--- src/rtl/core/assert_macros.svh ---
// Assertion macros used by the top level of the bit packer.
// No dependencies; checks compile out when SYNTHESIS is defined.
`ifndef ASSERT_MACROS_SVH
`define ASSERT_MACROS_SVH

`ifndef SYNTHESIS

// Property must hold at every clock edge out of reset.
`define ASSERT_CLK(label, clk, rst_n, prop) \
  label: assert property (@(posedge clk) disable iff (!rst_n) prop) \
    else $error("assertion failed");

// Expression must never be true out of reset.
`define ASSERT_NEVER(label, clk, rst_n, expr) \
  label: assert property (@(posedge clk) disable iff (!rst_n) !(expr)) \
    else $error("forbidden condition seen");

`else

`define ASSERT_CLK(label, clk, rst_n, prop)
`define ASSERT_NEVER(label, clk, rst_n, expr)

`endif

`endif

--- src/rtl/core/mbp_pkg.sv ---
// Package for the MSB-first bit packer: widths, opcodes and word types.
// No dependencies; imported by every module of the block.
package mbp_pkg;

  localparam int MAX_FIELD_WIDTH  = 16;
  localparam int VALUE_BITS       = 16;
  localparam int BYTE_BITS        = 8;
  localparam int PEND_BITS        = 7;
  localparam int CNT_BITS         = 3;
  localparam int WIDTH_FIELD_BITS = 5;
  localparam int NRES_BITS        = 2;

  localparam int WIDTH_LIMIT = (MAX_FIELD_WIDTH < VALUE_BITS) ? MAX_FIELD_WIDTH : VALUE_BITS;
  localparam int WEFF_BITS   = $clog2(WIDTH_LIMIT + 1);
  localparam int ACC_BITS    = PEND_BITS + VALUE_BITS;
  localparam int SUM_BITS    = $clog2(ACC_BITS + 1);

  typedef enum logic {
    OP_APPEND = 1'b0,
    OP_FLUSH  = 1'b1
  } opcode_t;

  typedef struct packed {
    opcode_t                     opcode;
    logic [VALUE_BITS-1:0]       value;
    logic [WIDTH_FIELD_BITS-1:0] width;
  } in_item_t;

  typedef struct packed {
    logic [BYTE_BITS-1:0] out_byte;
    logic                 padded;
    logic                 last;
  } out_item_t;

  // Results one item produces, in output order.
  typedef struct packed {
    logic [NRES_BITS-1:0] nres;
    out_item_t            res0;
    out_item_t            res1;
  } pack_res_t;

  typedef struct packed {
    logic [PEND_BITS-1:0] bits;
    logic [CNT_BITS-1:0]  cnt;
  } pend_stat_t;

  typedef struct packed {
    logic [NRES_BITS-1:0] cnt;
    logic                 can_take;
  } buf_stat_t;

endpackage

--- src/rtl/core/mbp_pack.sv ---
// Packing datapath: pending-bit state plus the append/flush logic for one word.
// Depends on mbp_pkg.
module mbp_pack
  import mbp_pkg::*;
(
  input  logic       clk,
  input  logic       rst_n,
  input  in_item_t   item,
  input  logic       fire,
  output pack_res_t  res,
  output pend_stat_t pend
);

  logic [PEND_BITS-1:0]  pend_bits_r, pend_bits_nxt;
  logic [CNT_BITS-1:0]   pend_cnt_r, pend_cnt_nxt;

  logic [WEFF_BITS-1:0]  w;
  logic [VALUE_BITS-1:0] val_mask;
  logic [VALUE_BITS-1:0] val_m;
  logic [ACC_BITS-1:0]   acc;
  logic [SUM_BITS-1:0]   sum;
  logic [CNT_BITS-1:0]   rem;
  logic [CNT_BITS:0]     rem_hi;
  logic [BYTE_BITS-1:0]  b_first, b_second, f_byte;
  logic [CNT_BITS:0]     f_shift;
  logic [PEND_BITS-1:0]  new_bits;
  logic [BYTE_BITS:0]    f_wide;

  always_comb begin
    // Saturate oversize widths to the field limit.
    if (item.width > WIDTH_FIELD_BITS'(WIDTH_LIMIT)) begin
      w = WEFF_BITS'(WIDTH_LIMIT);
    end else begin
      w = WEFF_BITS'(item.width);
    end
    val_mask = ~({VALUE_BITS{1'b1}} << w);
    val_m    = item.value & val_mask;
    acc      = (ACC_BITS'(pend_bits_r) << w) | ACC_BITS'(val_m);
    sum      = SUM_BITS'(pend_cnt_r) + SUM_BITS'(w);
    if (sum >= SUM_BITS'(2 * BYTE_BITS)) begin
      rem = CNT_BITS'(sum - SUM_BITS'(2 * BYTE_BITS));
    end else if (sum >= SUM_BITS'(BYTE_BITS)) begin
      rem = CNT_BITS'(sum - SUM_BITS'(BYTE_BITS));
    end else begin
      rem = CNT_BITS'(sum);
    end
    rem_hi   = {1'b0, rem} + (CNT_BITS + 1)'(BYTE_BITS);
    b_second = BYTE_BITS'(acc >> rem);
    b_first  = BYTE_BITS'(acc >> rem_hi);
    new_bits = PEND_BITS'(acc) & ~({PEND_BITS{1'b1}} << rem);

    // Left-align the partial byte for a flush.
    f_shift  = (CNT_BITS + 1)'(BYTE_BITS) - {1'b0, pend_cnt_r};
    f_wide   = (BYTE_BITS + 1)'(pend_bits_r) << f_shift;
    f_byte   = f_wide[BYTE_BITS-1:0];
  end

  always_comb begin
    res           = '0;
    pend_bits_nxt = pend_bits_r;
    pend_cnt_nxt  = pend_cnt_r;
    unique case (item.opcode)
      OP_FLUSH: begin
        if (pend_cnt_r != '0) begin
          res.nres = NRES_BITS'(1);
          res.res0 = '{out_byte: f_byte, padded: 1'b1, last: 1'b1};
        end
        if (fire) begin
          pend_bits_nxt = '0;
          pend_cnt_nxt  = '0;
        end
      end
      default: begin
        if (sum >= SUM_BITS'(2 * BYTE_BITS)) begin
          res.nres = NRES_BITS'(2);
          res.res0 = '{out_byte: b_first, padded: 1'b0, last: 1'b0};
          res.res1 = '{out_byte: b_second, padded: 1'b0, last: 1'b1};
        end else if (sum >= SUM_BITS'(BYTE_BITS)) begin
          res.nres = NRES_BITS'(1);
          res.res0 = '{out_byte: b_second, padded: 1'b0, last: 1'b1};
        end
        if (fire) begin
          pend_bits_nxt = new_bits;
          pend_cnt_nxt  = rem;
        end
      end
    endcase
  end

  always_ff @(posedge clk) begin
    if (!rst_n) begin
      pend_bits_r <= '0;
      pend_cnt_r  <= '0;
    end else begin
      pend_bits_r <= pend_bits_nxt;
      pend_cnt_r  <= pend_cnt_nxt;
    end
  end

  assign pend.bits = pend_bits_r;
  assign pend.cnt  = pend_cnt_r;

endmodule

--- src/rtl/core/mbp_out_buf.sv ---
// Two-entry result buffer: loads all bytes of one item, drains one per cycle while out_ready is high.
// Depends on mbp_pkg.
module mbp_out_buf
  import mbp_pkg::*;
(
  input  logic      clk,
  input  logic      rst_n,
  input  logic      load,
  input  pack_res_t res,
  output logic      out_valid,
  input  logic      out_ready,
  output out_item_t out_data,
  output buf_stat_t stat
);

  logic [NRES_BITS-1:0] cnt_r, cnt_nxt;
  out_item_t            e0_r, e0_nxt;
  out_item_t            e1_r, e1_nxt;
  logic                 pop;

  assign out_valid = (cnt_r != '0);
  assign out_data  = e0_r;
  assign pop       = out_valid && out_ready;

  always_comb begin
    cnt_nxt = cnt_r;
    e0_nxt  = e0_r;
    e1_nxt  = e1_r;
    if (load) begin
      cnt_nxt = res.nres;
      e0_nxt  = res.res0;
      e1_nxt  = res.res1;
    end else if (pop) begin
      // advance the second byte to the front
      cnt_nxt = cnt_r - NRES_BITS'(1);
      e0_nxt  = e1_r;
    end
  end

  always_ff @(posedge clk) begin
    if (!rst_n) begin
      cnt_r <= '0;
    end else begin
      cnt_r <= cnt_nxt;
    end
  end

  always_ff @(posedge clk) begin
    e0_r <= e0_nxt;
    e1_r <= e1_nxt;
  end

  assign stat.cnt      = cnt_r;
  assign stat.can_take = (cnt_r == '0) || ((cnt_r == NRES_BITS'(1)) && out_ready);

endmodule

--- src/rtl/core/msb_first_bit_packer_unit.sv ---
// MSB-first bit packer, top level. Depends on mbp_pkg, mbp_pack, mbp_out_buf.
// Path: an accepted word is registered at the input, then its bytes are loaded into the
// output buffer. Throughput: one word per cycle when it yields at most one byte and out_ready
// is high; a word that completes two bytes waits until the one-byte-per-cycle output drains.
// Reset (rst_n, synchronous): clears pending bits, input and output valids.
`include "assert_macros.svh"

module msb_first_bit_packer_unit
  import mbp_pkg::*;
(
  input  logic      clk,
  input  logic      rst_n,
  input  logic      in_valid,
  output logic      in_ready,
  input  in_item_t  in_data,
  output logic      out_valid,
  input  logic      out_ready,
  output out_item_t out_data
);

  logic       in_vld_r, in_vld_nxt;
  in_item_t   in_item_r;
  logic       fire;
  logic       load;
  pack_res_t  res;
  pend_stat_t pend;
  buf_stat_t  bstat;

  // An item with no bytes never waits on the output buffer.
  assign fire     = in_vld_r && ((res.nres == '0) || bstat.can_take);
  assign load     = fire && (res.nres != '0);
  assign in_ready = !in_vld_r || fire;

  always_comb begin
    in_vld_nxt = in_vld_r;
    if (in_valid && in_ready) begin
      in_vld_nxt = 1'b1;
    end else if (fire) begin
      in_vld_nxt = 1'b0;
    end
  end

  always_ff @(posedge clk) begin
    if (!rst_n) begin
      in_vld_r <= 1'b0;
    end else begin
      in_vld_r <= in_vld_nxt;
    end
  end

  always_ff @(posedge clk) begin
    if (in_valid && in_ready) begin
      in_item_r <= in_data;
    end
  end

  mbp_pack u_pack (
    .clk   (clk),
    .rst_n (rst_n),
    .item  (in_item_r),
    .fire  (fire),
    .res   (res),
    .pend  (pend)
  );

  mbp_out_buf u_out_buf (
    .clk       (clk),
    .rst_n     (rst_n),
    .load      (load),
    .res       (res),
    .out_valid (out_valid),
    .out_ready (out_ready),
    .out_data  (out_data),
    .stat      (bstat)
  );

  `ASSERT_CLK(a_pend_clean, clk, rst_n, ((pend.bits >> pend.cnt) == '0))
  `ASSERT_CLK(a_flush_clears, clk, rst_n, fire && in_item_r.opcode == OP_FLUSH |=> pend.cnt == '0)
  `ASSERT_NEVER(a_buf_overfill, clk, rst_n, (bstat.cnt > NRES_BITS'(2)))
  `ASSERT_CLK(a_pair_order, clk, rst_n, (bstat.cnt == NRES_BITS'(2)) |-> !out_data.last)

endmodule
--- config.mk ---
export PLATFORM = sky130hd
export DESIGN_NAME = msb_first_bit_packer_unit
export DESIGN_NICKNAME = d
export VERILOG_FILES = /design/src/rtl/core/mbp_pkg.sv /design/src/rtl/core/mbp_pack.sv /design/src/rtl/core/mbp_out_buf.sv /design/src/rtl/core/msb_first_bit_packer_unit.sv
export VERILOG_INCLUDE_DIRS = /design/src /design/src/rtl/core
export SDC_FILE = /design/constraint.sdc
export NUM_CORES = 1
export LEC_CHECK = 0
export BUFFER_PORTS_ARGS = -buffer_cell sky130_fd_sc_hd__buf_2
export CAP_MARGIN = 40
export CORE_MARGIN = 1.5
export CORE_UTILIZATION = 37
export DETAILED_ROUTE_END_ITERATION = 8
export GPL_ROUTABILITY_DRIVEN = 1
export GPL_TIMING_DRIVEN = 0
export PLACE_DENSITY_LB_ADDON = 0.3
export SETUP_SLACK_MARGIN = 0.15
export SLEW_MARGIN = 20
export SYNTH_ARGS = -nofsm -noshare
export SYNTH_HDL_FRONTEND = slang
export SYNTH_SLANG_ARGS = --single-unit
--- constraint.sdc ---
create_clock -name clk -period 4.77 [get_ports clk]
set_clock_uncertainty 0.05 [all_clocks]
set_input_delay 0.954 -clock clk [delete_from_list [all_inputs] [get_ports clk]]
set_output_delay 0.954 -clock clk [all_outputs]
set_load 0.01 [all_outputs]
==> results.md, run 1 <==
- DRC: 0
- Hold depth: 1
- CTS Buf Count: 5
- DIE AREA: between 10,000 and 15,000 um2
- CORE AREA: 12,100 um2
- Clock Sinks: 54
- WL final: approximately 16,000 um
- Placed cell count: 729
- Number of global-route vias before repair: 4,356
- Antenna viol nets, final: 0
- Num ports: 38
- Iter 0 DRT Violations: 402
- CP Capture Type: output port
- Max Cap Viol: 0
- Final setup viols: 0
- RSZ-0062 raised after global routing: false
- Class of the worst hold path: flop to flop
- Finished Cell Area: 5200 um2
- Worst-Margin Slew: between 0.8 and 0.9 ns
- ANT cells: 0
- Die Wd: around 110 um
- Drt wl/cell: 21.8 um
- Final slew viol count: 0
- Gate Count Post-Synth: roughly 520
- PD cells: about 280 nW/um2
- Top FF cell, synth: edfxtp_1
- Critical R2R Launch: in_item_r[0]
- Vias: 4,708
- Critical Path AT: 3.36 ns
- CTS tree: built
- Initial core utilization: 38.3%
- Synth unique cells: 89
- Final Wtd Congestion: between 1 and 1.5
- Dpl cell area: between 5000 and 6000 um2
- Fill cells: 1,240
- Critical path launch point type: flop
- Hold path startpoint: u_out_buf.e1_r[0]
- Sequential area share after synthesis: 32.2%
- Nets@finish: 601
- Fin cells: 737
- Synth Net Count: 557
- Synth area leader: edfxtp_1
- Top post-synthesis cells by area: edfxtp_1, dfxtp_1, o21ai_0
- Synthesis-stage register bit count: 54
- Pwr Total: 0.00143 W
- Leakage: around 1.8 nW
- Worst reg-to-reg path cell count: 13
- FF-to-FF setup slack: 0.70 ns
- Layout cells sized above 1: 19.5%
- Cell row count: 40
- Top-area cell type share of the netlist area: 26.5%
- Cell area after synthesis: 4640 um2
- Syn_area_per_cell: 8.85 um2
- Grt ovf: 0
- Critical Path Fanout Max: 10
- Tot GR Track Use: 24.7%
- F_max: 0.229 GHz
- Setup WS post-layout: just over 0.4 ns
- Via density: 6.39
- Die height: around 110 um
- Detailed placement HPWL: roughly 12,000 um
- Final Hold Viols: 0
- Crit Path Class: flop to output port
- Min Tclk post-route: around 4.4 ns
- H-tree levels: 2
- Max clock buf depth: 2
- Hold path endpoint: u_out_buf.out_data[0]
- Setup_tns: 0 ns
- DR pass1 iterations: 5
- Worst vdd ir: 0.000132 V
- Largest net degree at the start of global routing: 23
- Setup bufs post-CTS: 0
- Worst-path clk slew: roughly 0.070 ns
- First-pass GRT wire length: 24,500 um
- WP data required: 3.77 ns
- Max-slew headroom: between 40% and 50%
- EDFF count, synth: 41
- DP Worst Slack: between 0.6 and 0.7 ns
- Root Buffer: clkbuf_16
- Asr flop ratio synth: 0%
- Warnings from Yosys: 0
- Area growth syn-to-layout: 12.1%
- Initial antenna violation count: 0
- # port buffers: 37
- Tcrit/Tclk final: 91.5%
- Status: finished clean
- FF-to-FF End: u_out_buf.out_data[8]
- Clk_lat worst skew: between 0.3 and 0.4 ns
==> through the flow <==
stage	utilization, %	hold slack (ns)
after floorplan	-	0.445
after global placement	41.6	0.459
after detailed placement	41.7	0.466
after CTS	42.9	0.482
after global routing	42.9	0.494
final	42.9	0.476
==> registers in the layout, indices dropped and copies added (netlist names) <==
signal / flops
u_pack.pend_cnt_r: 3
u_out_buf.e1_r: 9
u_pack.pend_bits_r: 7
in_vld_r: 1
u_out_buf.out_data: 10
in_item_r: 22
u_out_buf.cnt_r: 2
==> what timing repair did <==
item	4_1_cts	5_1_grt
hold buffers	0	0
gates resized for setup	0	1
endpoints found under the setup margin	0	1
==> critical path, stage by stage, from the launching register on <==
cell and delay, ns:
edfxtp_1 0.36, buf_4 0.17, buf_6 0.14, nand2b_1 0.27, inv_1 0.25, ha_1 0.34, and4b_1 0.23, or3_1 0.45
nor3b_1 0.23, nor3b_2 0.30, nand3_1 0.13, buf_2 0.17
==> layer usage <==
metal / global-route usage, % / part of all wire, %
met1: 32.2 / 44
met2: 38.3 / 44
met3: 4.64 / 7.6
met4: 14.0 / 4.5
met5: 0 / 0
==> logic make-up (layout without fill, tap and decap cells) <==
logic type      after synthesis  in the layout  synth area share (%)
mux                          23             23                  6.53
flops                        54             54                  32.2
fa+ha+maj                     7              7                  1.89
compound gates              188            188                  30.4
simple gates                181            181                  21.8
buf+inv                      69            114                  6.88
xor+xnor                      2              2                 0.378
==> area by class of cell <==
type	instances	area, um2	area share [%]
Buffer	51	251	4.84
Sequential cell	54	1490	28.7
Tap cell	168	210	4.04
Clock inverter	3	20.0	0.385
Multi-Input combinational cell	401	2850	54.8
Clock buffer	5	125	2.41
Timing Repair Buffer	37	185	3.56
Inverter	18	67.6	1.30
==> worst max path at each step <==
| stage | start | to | slack (ns) | cells past startpoint |
|---|---|---|---|---|
| 6_report | in_item_r[4] | in_ready | 0.40 | 11 |
| 5_1_grt | in_item_r[4] | in_ready | 0.26 | 11 |
| 4_1_cts | in_item_r[4] | in_ready | 0.27 | 11 |
| 3_5_place_dp | in_item_r[4] | in_ready | 0.60 | 11 |
| 3_3_place_gp | in_item_r[4] | in_item_r[11] | 0.04 | 10 |
| 2_1_floorplan | in_item_r[4] | in_item_r[0] | 0.87 | 10 |
==> power breakdown <==
| group | switching [W] | leakage (nW) | internal (W) |
|---|---|---|---|
| registers | 0.0000164 | 0.498 | 0.000559 |
| logic | 0.000313 | 1.27 | 0.000167 |
| clock network | 0.000184 | 0.0679 | 0.000195 |
==> synthesized netlist by cell type (all sizes together), types with 10 or more instances <==
library cell,instances
o21ai,31
a21oi,22
inv,18
dfxtp,13
edfxtp,41
clkbuf,25
mux2i,10
nand2,37
o31ai,13
buf,26
nor3,22
a31oi,14
nor2,33
nor2b,12
==> layout by cell type (no fill, tap or decap), drive strengths merged, types with 4 or more instances in the layout <==
cell / instances
a21o: 8
nand3: 8
inv: 19
mux2i: 10
mux4: 5
dfxtp: 13
o21ai: 31
a311oi: 4
nor2: 33
nor4: 4
o31ai: 13
buf: 63
o211ai: 9
nor2b: 12
nor3b: 8
and2: 6
a211oi: 8
a21oi: 22
nor3: 22
o311ai: 4
o22ai: 7
o221ai: 4
clkbuf: 30
a221oi: 4
a31oi: 14
and3: 4
ha: 7
edfxtp: 41
a32oi: 6
mux2: 8
a21boi: 7
a211o: 5
or3: 5
or2: 9
nand2b: 8
nand2: 37
o32ai: 6
Power figures use the tool's default switching activity.
==> run 2, diff against run 1 <==
--- a/config.mk
+++ b/config.mk
@@ -8,12 +8,12 @@
 export LEC_CHECK = 0
 export BUFFER_PORTS_ARGS = -buffer_cell sky130_fd_sc_hd__buf_2
 export CAP_MARGIN = 40
-export CORE_MARGIN = 1.5
+export CORE_MARGIN = 1
 export CORE_UTILIZATION = 37
 export DETAILED_ROUTE_END_ITERATION = 8
 export GPL_ROUTABILITY_DRIVEN = 1
 export GPL_TIMING_DRIVEN = 0
-export PLACE_DENSITY_LB_ADDON = 0.3
+export PLACE_DENSITY = 0.57
 export SETUP_SLACK_MARGIN = 0.15
 export SLEW_MARGIN = 20
 export SYNTH_ARGS = -nofsm -noshare
==> run 2 against run 1 <==
  * Final cell count is 0.14% higher
  * Clock power is 15% higher
  * Register-to-register slack improved by 0.08 ns
  * Via count is 1.5% lower
  * Highest routed layer unchanged
==> results.md, run 2 (same netlist as run 1, synthesis figures left out) <==
- Nets@finish: 602
- Max clock buf depth: 2
- Crit-path cells: buf_4 > buf_6 > nand2b_1 > inv_1 > ha_1 > and4b_1 > or3_1 > nor3b_1 > nor3b_2 > nand3_1 > buf_2
- Hold WS: 0.485 ns
- Comb pwr share: between 30% and 40%
- Most frequent cells in the layout: buf_2, edfxtp_1, nand2_1
- PD cells: approximately 290 nW/um2
- Num ports: 38
- WL final: 16,100 um
- Finished Cell Area: 5230 um2
- Worst vdd ir: roughly 0.00023 V
- Register area: 1490 um2
- Status: finished clean
- Leakage: 1.85 nW
- Setup_tns: 0 ns
- Area of the multi-input gates: 2850 um2
- DRC: 0
- CTS tree: built
- DR pass1 iterations: 5
- Detailed placement HPWL: about 12,000 um
- Antenna viol nets, final: 0
- Worst-Margin Slew: 0.832 ns
- Iter 0 DRT Violations: 500
- Crit path buffers/inverters: 4
- Sw frac: 34.4%
- Cts hold-fix bufs: 0
- Seq pwr share: 38.5%
- RSZ-0062 raised after global routing: false
- CP Capture Type: output port
- Max Cap Viol: 0
- Clk pwr share: 29.2%
- Tcrit/Tclk final: approximately nine tenths
- Worst-path clk slew: 0.07 ns
- Final Hold Viols: 0
- Largest net degree at the start of global routing: 23
- ANT cells: 0
- CORE AREA: 12,100 um2
- Critical path launch point type: flop
- Fill cells: 1,264
- H-tree levels: 2
- Max-slew headroom: 44.4%
- Crit Path Class: flop to output port
- Sw power: 0.000513 W
- Vias: between 4,000 and 5,000
- Class of the worst hold path: flop to flop
- WP data required: 3.77 ns
- Drt wl/cell: ~22 um
- Dpl cell area: 5050 um2
- Initial antenna violation count: 0
- Commonest non-fill, non-tap cell in the layout: buf_2
- Tot GR Track Use: 25.6%
- Slowest cell on the critical path: or3_1
- Die Wd: 114 um
- Final Core Density: a little over two fifths
- Largest Register: in_item_r
- # port buffers: 37
- Final slew viol count: 0
- Layout cells sized above 1: about a fifth
- Area growth syn-to-layout: 12.8%
- Family with the most delay on the worst path: simple AND/OR/NAND/NOR gates
- P_int: 0.000978 W
- DIE AREA: between 10,000 and 15,000 um2
- Die height: 114 um
- Critical Path Fanout Max: 10
- Min Tclk post-route: between 4 and 5 ns
- Initial core utilization: 38.3%
- Max FFs per register: 22
- Number of global-route vias before repair: 4,299
- CTS Buf Count: 5
- Final Wtd Congestion: 1.01
- Clock Sinks: 54
- Cell row count: 40
- Final setup viols: 0
- Via density: 6.29
- Root Buffer: clkbuf_16
- Clk_lat worst skew: between 0.3 and 0.4 ns
- First-pass GRT wire length: 24,900 um
- Critical Path AT: 3.33 ns
- Delay of the slowest critical-path stage: between 0.4 and 0.5 ns
- F_max: 0.231 GHz
- Grt ovf: 0
run 2: changes by cell type in the layout (fill, tap and decap cells not counted):
cell        before  now
buf_2           52   53
bufinv_16        0    1
clkinv_1         1    0
clkinv_4         0    1
clkinvlp_4       1    0
run 2: power by group through the flow:
stage	combinational (W)	sequential, W	clock (W)
2_1_floorplan	0.000314	0.000591	0
3_3_place_gp	0.000463	0.000585	0
3_5_place_dp	0.000470	0.000586	0
4_1_cts	0.000472	0.000575	0.000449
5_1_grt	0.000519	0.000579	0.000462
6_report	0.000482	0.000575	0.000435
run 2: metal layers:
| metal | vias to the layer above | share of wire, % | track usage (%) |
|---|---|---|---|
| met5 | - | 0 | 0 |
| met4 | 0 | 3.5 | 10.6 |
| met3 | 39 | 7.1 | 3.83 |
| met2 | 233 | 46 | 41.7 |
| met1 | 2226 | 44 | 34.0 |
| li1 | 2141 | - | - |
run 2: path summary, 6_finish.rpt:
path | startpoint | endpoint | slack, ns | depth (start not counted)
max | in_item_r[4] | in_ready | 0.44 | 11
min | u_out_buf.e1_r[0] | u_out_buf.out_data[0] | 0.48 | 1
min reg2reg | u_out_buf.e1_r[0] | u_out_buf.out_data[0] | 0.48 | 1
max reg2reg | in_item_r[0] | u_out_buf.out_data[8] | 0.78 | 13
run 2: per-stage QoR:
step,setup WS (ns),instances,power [W]
3_3_place_gp,0.0251,729,0.00105
4_1_cts,0.291,737,0.00150
5_1_grt,0.251,738,0.00156
6_report,0.437,738,0.00149
2_1_floorplan,0.873,524,0.000905
3_5_place_dp,0.615,729,0.00106
run 2: repair_timing:
item                       CTS  global route
setup endpoints to repair    0             1
buffers inserted             0             0
resized for setup            0             1
run 2: final cells by class:
cell class	instances	share of cell area, %
repair buffers	38	3.64
inverters	18	1.29
flip-flops and latches	54	28.5
clock inverters	3	0.909
multi-input cells	401	54.4
clock buffers	5	2.39
plain buffers	51	4.81
well taps	168	4.02
run 2: worst register-to-register path, stage by stage (launching register included):
cell and delay [ns]:
edfxtp_1 0.32, buf_2 0.18, buf_4 0.20, buf_4 0.18, nor2b_1 0.32, ha_1 0.30, clkbuf_1 0.24, inv_1 0.26
clkbuf_1 0.46, clkbuf_1 0.44, o21ai_0 0.17, o32ai_1 0.33, mux2i_1 0.21, o22ai_1 0.17
==> run 3, diff against run 2 <==
--- a/config.mk
+++ b/config.mk
@@ -8,12 +8,14 @@
 export LEC_CHECK = 0
 export BUFFER_PORTS_ARGS = -buffer_cell sky130_fd_sc_hd__buf_2
 export CAP_MARGIN = 40
+export CORE_ASPECT_RATIO = 0.8
 export CORE_MARGIN = 1
 export CORE_UTILIZATION = 37
 export DETAILED_ROUTE_END_ITERATION = 8
 export GPL_ROUTABILITY_DRIVEN = 1
 export GPL_TIMING_DRIVEN = 0
 export PLACE_DENSITY = 0.57
+export REMOVE_ABC_BUFFERS = 1
 export SETUP_SLACK_MARGIN = 0.15
 export SLEW_MARGIN = 20
 export SYNTH_ARGS = -nofsm -noshare
==> run 3 against run 2 <==
  * Power down 4.4%
  * First-iteration DRC count down 0.20%
  * Flip-flop and latch count unchanged
  * Non-clock buffer count down 36
  * Largest power group unchanged
==> results.md, run 3 (same netlist as run 1, synthesis figures left out) <==
- Status: finished clean
- Seq pwr share: 40.9%
- Cts hold-fix bufs: 0
- Worst-path clk slew: 0.07 ns
- Largest net degree at the start of global routing: 27
- Final Hold Viols: 0
- Detailed placement HPWL: 10,300 um
- Drt wl/cell: between 20 and 25 um
- FF-to-FF setup slack: 0.59 ns
- WL final: around 14,000 um
- WP data required: 3.77 ns
- ANT cells: 0
- Tot GR Track Use: 22.6%
- Delay of the slowest critical-path stage: 0.63 ns
- Area growth syn-to-layout: 11.5%
- Min Tclk post-route: between 4 and 5 ns
- Crit-path cells: buf_8 > nor2b_2 > xnor2_1 > ha_1 > a21o_1 > a21o_1 > nor3b_1 > nor3b_2 > nand3_1 > buf_2
- F_max: 0.230 GHz
- CTS tree: built
- Tcrit/Tclk final: 91.0%
- Final slew viol count: 0
- Number of global-route vias before repair: 3,995
- Worst vdd ir: 0.000139 V
- Critical path launch point type: flop
- H-tree levels: 2
- PD cells: 276 nW/um2
- Class of the worst hold path: flop to flop
- Die Wd: around 130 um
- Critical Path Fanout Max: 23
- Setup WS post-layout: around 0.43 ns
- Initial core utilization: 38.0%
- First-pass GRT wire length: 22,400 um
- Critical Path AT: 3.34 ns
- Nets@finish: 566
- CP Capture Type: output port
- CORE AREA: 12,200 um2
- Max Cap Viol: 0
- RSZ-0062 raised after global routing: false
- Finished Cell Area: 5170 um2
- Iter 0 DRT Violations: 499
- Cell row count: 36
- Clk pwr share: between 20% and 30%
- Family with the most delay on the worst path: simple AND/OR/NAND/NOR gates
- Crit Path Class: flop to output port
- Antenna viol nets, final: 0
- Final Wtd Congestion: between 0.8 and 0.9
- # port buffers: 37
- Clock Sinks: 54
- Max-slew headroom: between 30% and 40%
- Commonest non-fill, non-tap cell in the layout: edfxtp_1
- Worst-Margin Slew: approximately 0.9 ns
- Sw power: 0.000498 W
- DIE AREA: 13,000 um2
- Max FFs per register: 22
- Pwr Total: around 0.0014 W
- DP Worst Slack: 0.259 ns
- Clk_lat worst skew: 0.30 ns
- Comb pwr share: 32.6%
- Max clock buf depth: 2
- Dpl cell area: 4980 um2
- Final Core Density: 42.4%
- Setup_tns: 0 ns
- Via density: 6.27
- Crit path buffers/inverters: 2
- Die height: 102 um
- Slowest cell on the critical path: edfxtp_1
- P_int: about 0.00093 W
- Largest Register: in_item_r
- Crit-path most repeated cell: a21o_1
- Num ports: 38
- Final setup viols: 0
- Initial antenna violation count: 0
- Leakage: 1.81 nW
- Layout cells sized above 1: between 10% and 20%
- Sw frac: 34.9%
- CTS Buf Count: 5
- DR pass1 iterations: 5
- Grt ovf: 0
- DRC: 0
- Vias: 4,422
- Most frequent cells in the layout: edfxtp_1, nand2_1, buf_2
- Root Buffer: clkbuf_16
run 3: cell types whose count changed in the layout (fill, tap and decap cells not counted), sizes merged:
cell / delta
buf: -11
bufinv: -1
clkbuf: -25
clkinv: +1
run 3: power by group through the flow:
stage                     combinational, W  sequential, W  clock (W)
after global routing              0.000510       0.000588   0.000402
after floorplan                   0.000275       0.000609          0
after detailed placement          0.000444       0.000603          0
after CTS                         0.000454       0.000587   0.000387
final                             0.000465       0.000584   0.000377
after global placement            0.000397       0.000614          0
run 3: area by class of cell:
class / instances / area [um2]
clock buffers: 5 / 125
clock inverters: 3 / 18.8
fillers: 1213 / 7040
inverters: 18 / 67.6
multi-input cells: 401 / 2860
flip-flops and latches: 54 / 1490
well taps: 171 / 214
repair buffers: 53 / 390
run 3: metal layers:
| layer | wire [um] | global-route usage (%) | up-vias |
|---|---|---|---|
| met3 | 1060 | 3.66 | 23 |
| met2 | 6340 | 35.2 | 211 |
| li1 | - | - | 2069 |
| met5 | 0 | 0 | - |
| met1 | 6730 | 32.2 | 2119 |
| met4 | 236 | 6.50 | 0 |
run 3: worst paths after layout:
| kind | depth (start not counted) | startpoint | endpoint |
|---|---|---|---|
| max | 10 | in_item_r[1] | in_ready |
| min | 1 | u_out_buf.e1_r[0] | u_out_buf.out_data[0] |
| max reg2reg | 13 | in_item_r[1] | u_out_buf.out_data[9] |
| min reg2reg | 1 | u_out_buf.e1_r[0] | u_out_buf.out_data[0] |
run 3: metrics by stage:
stage               hold WS (ns)  instances
floorplan                  0.445        473
global placement           0.462        681
detailed placement         0.461        693
CTS                        0.484        704
global route               0.493        705
finish                     0.476        705
run 3: timing repair:
item                                    CTS  global route
buffers inserted                          3             0
gates cloned                              0             0
endpoints found under the setup margin    1             1
resized for setup                         0             2
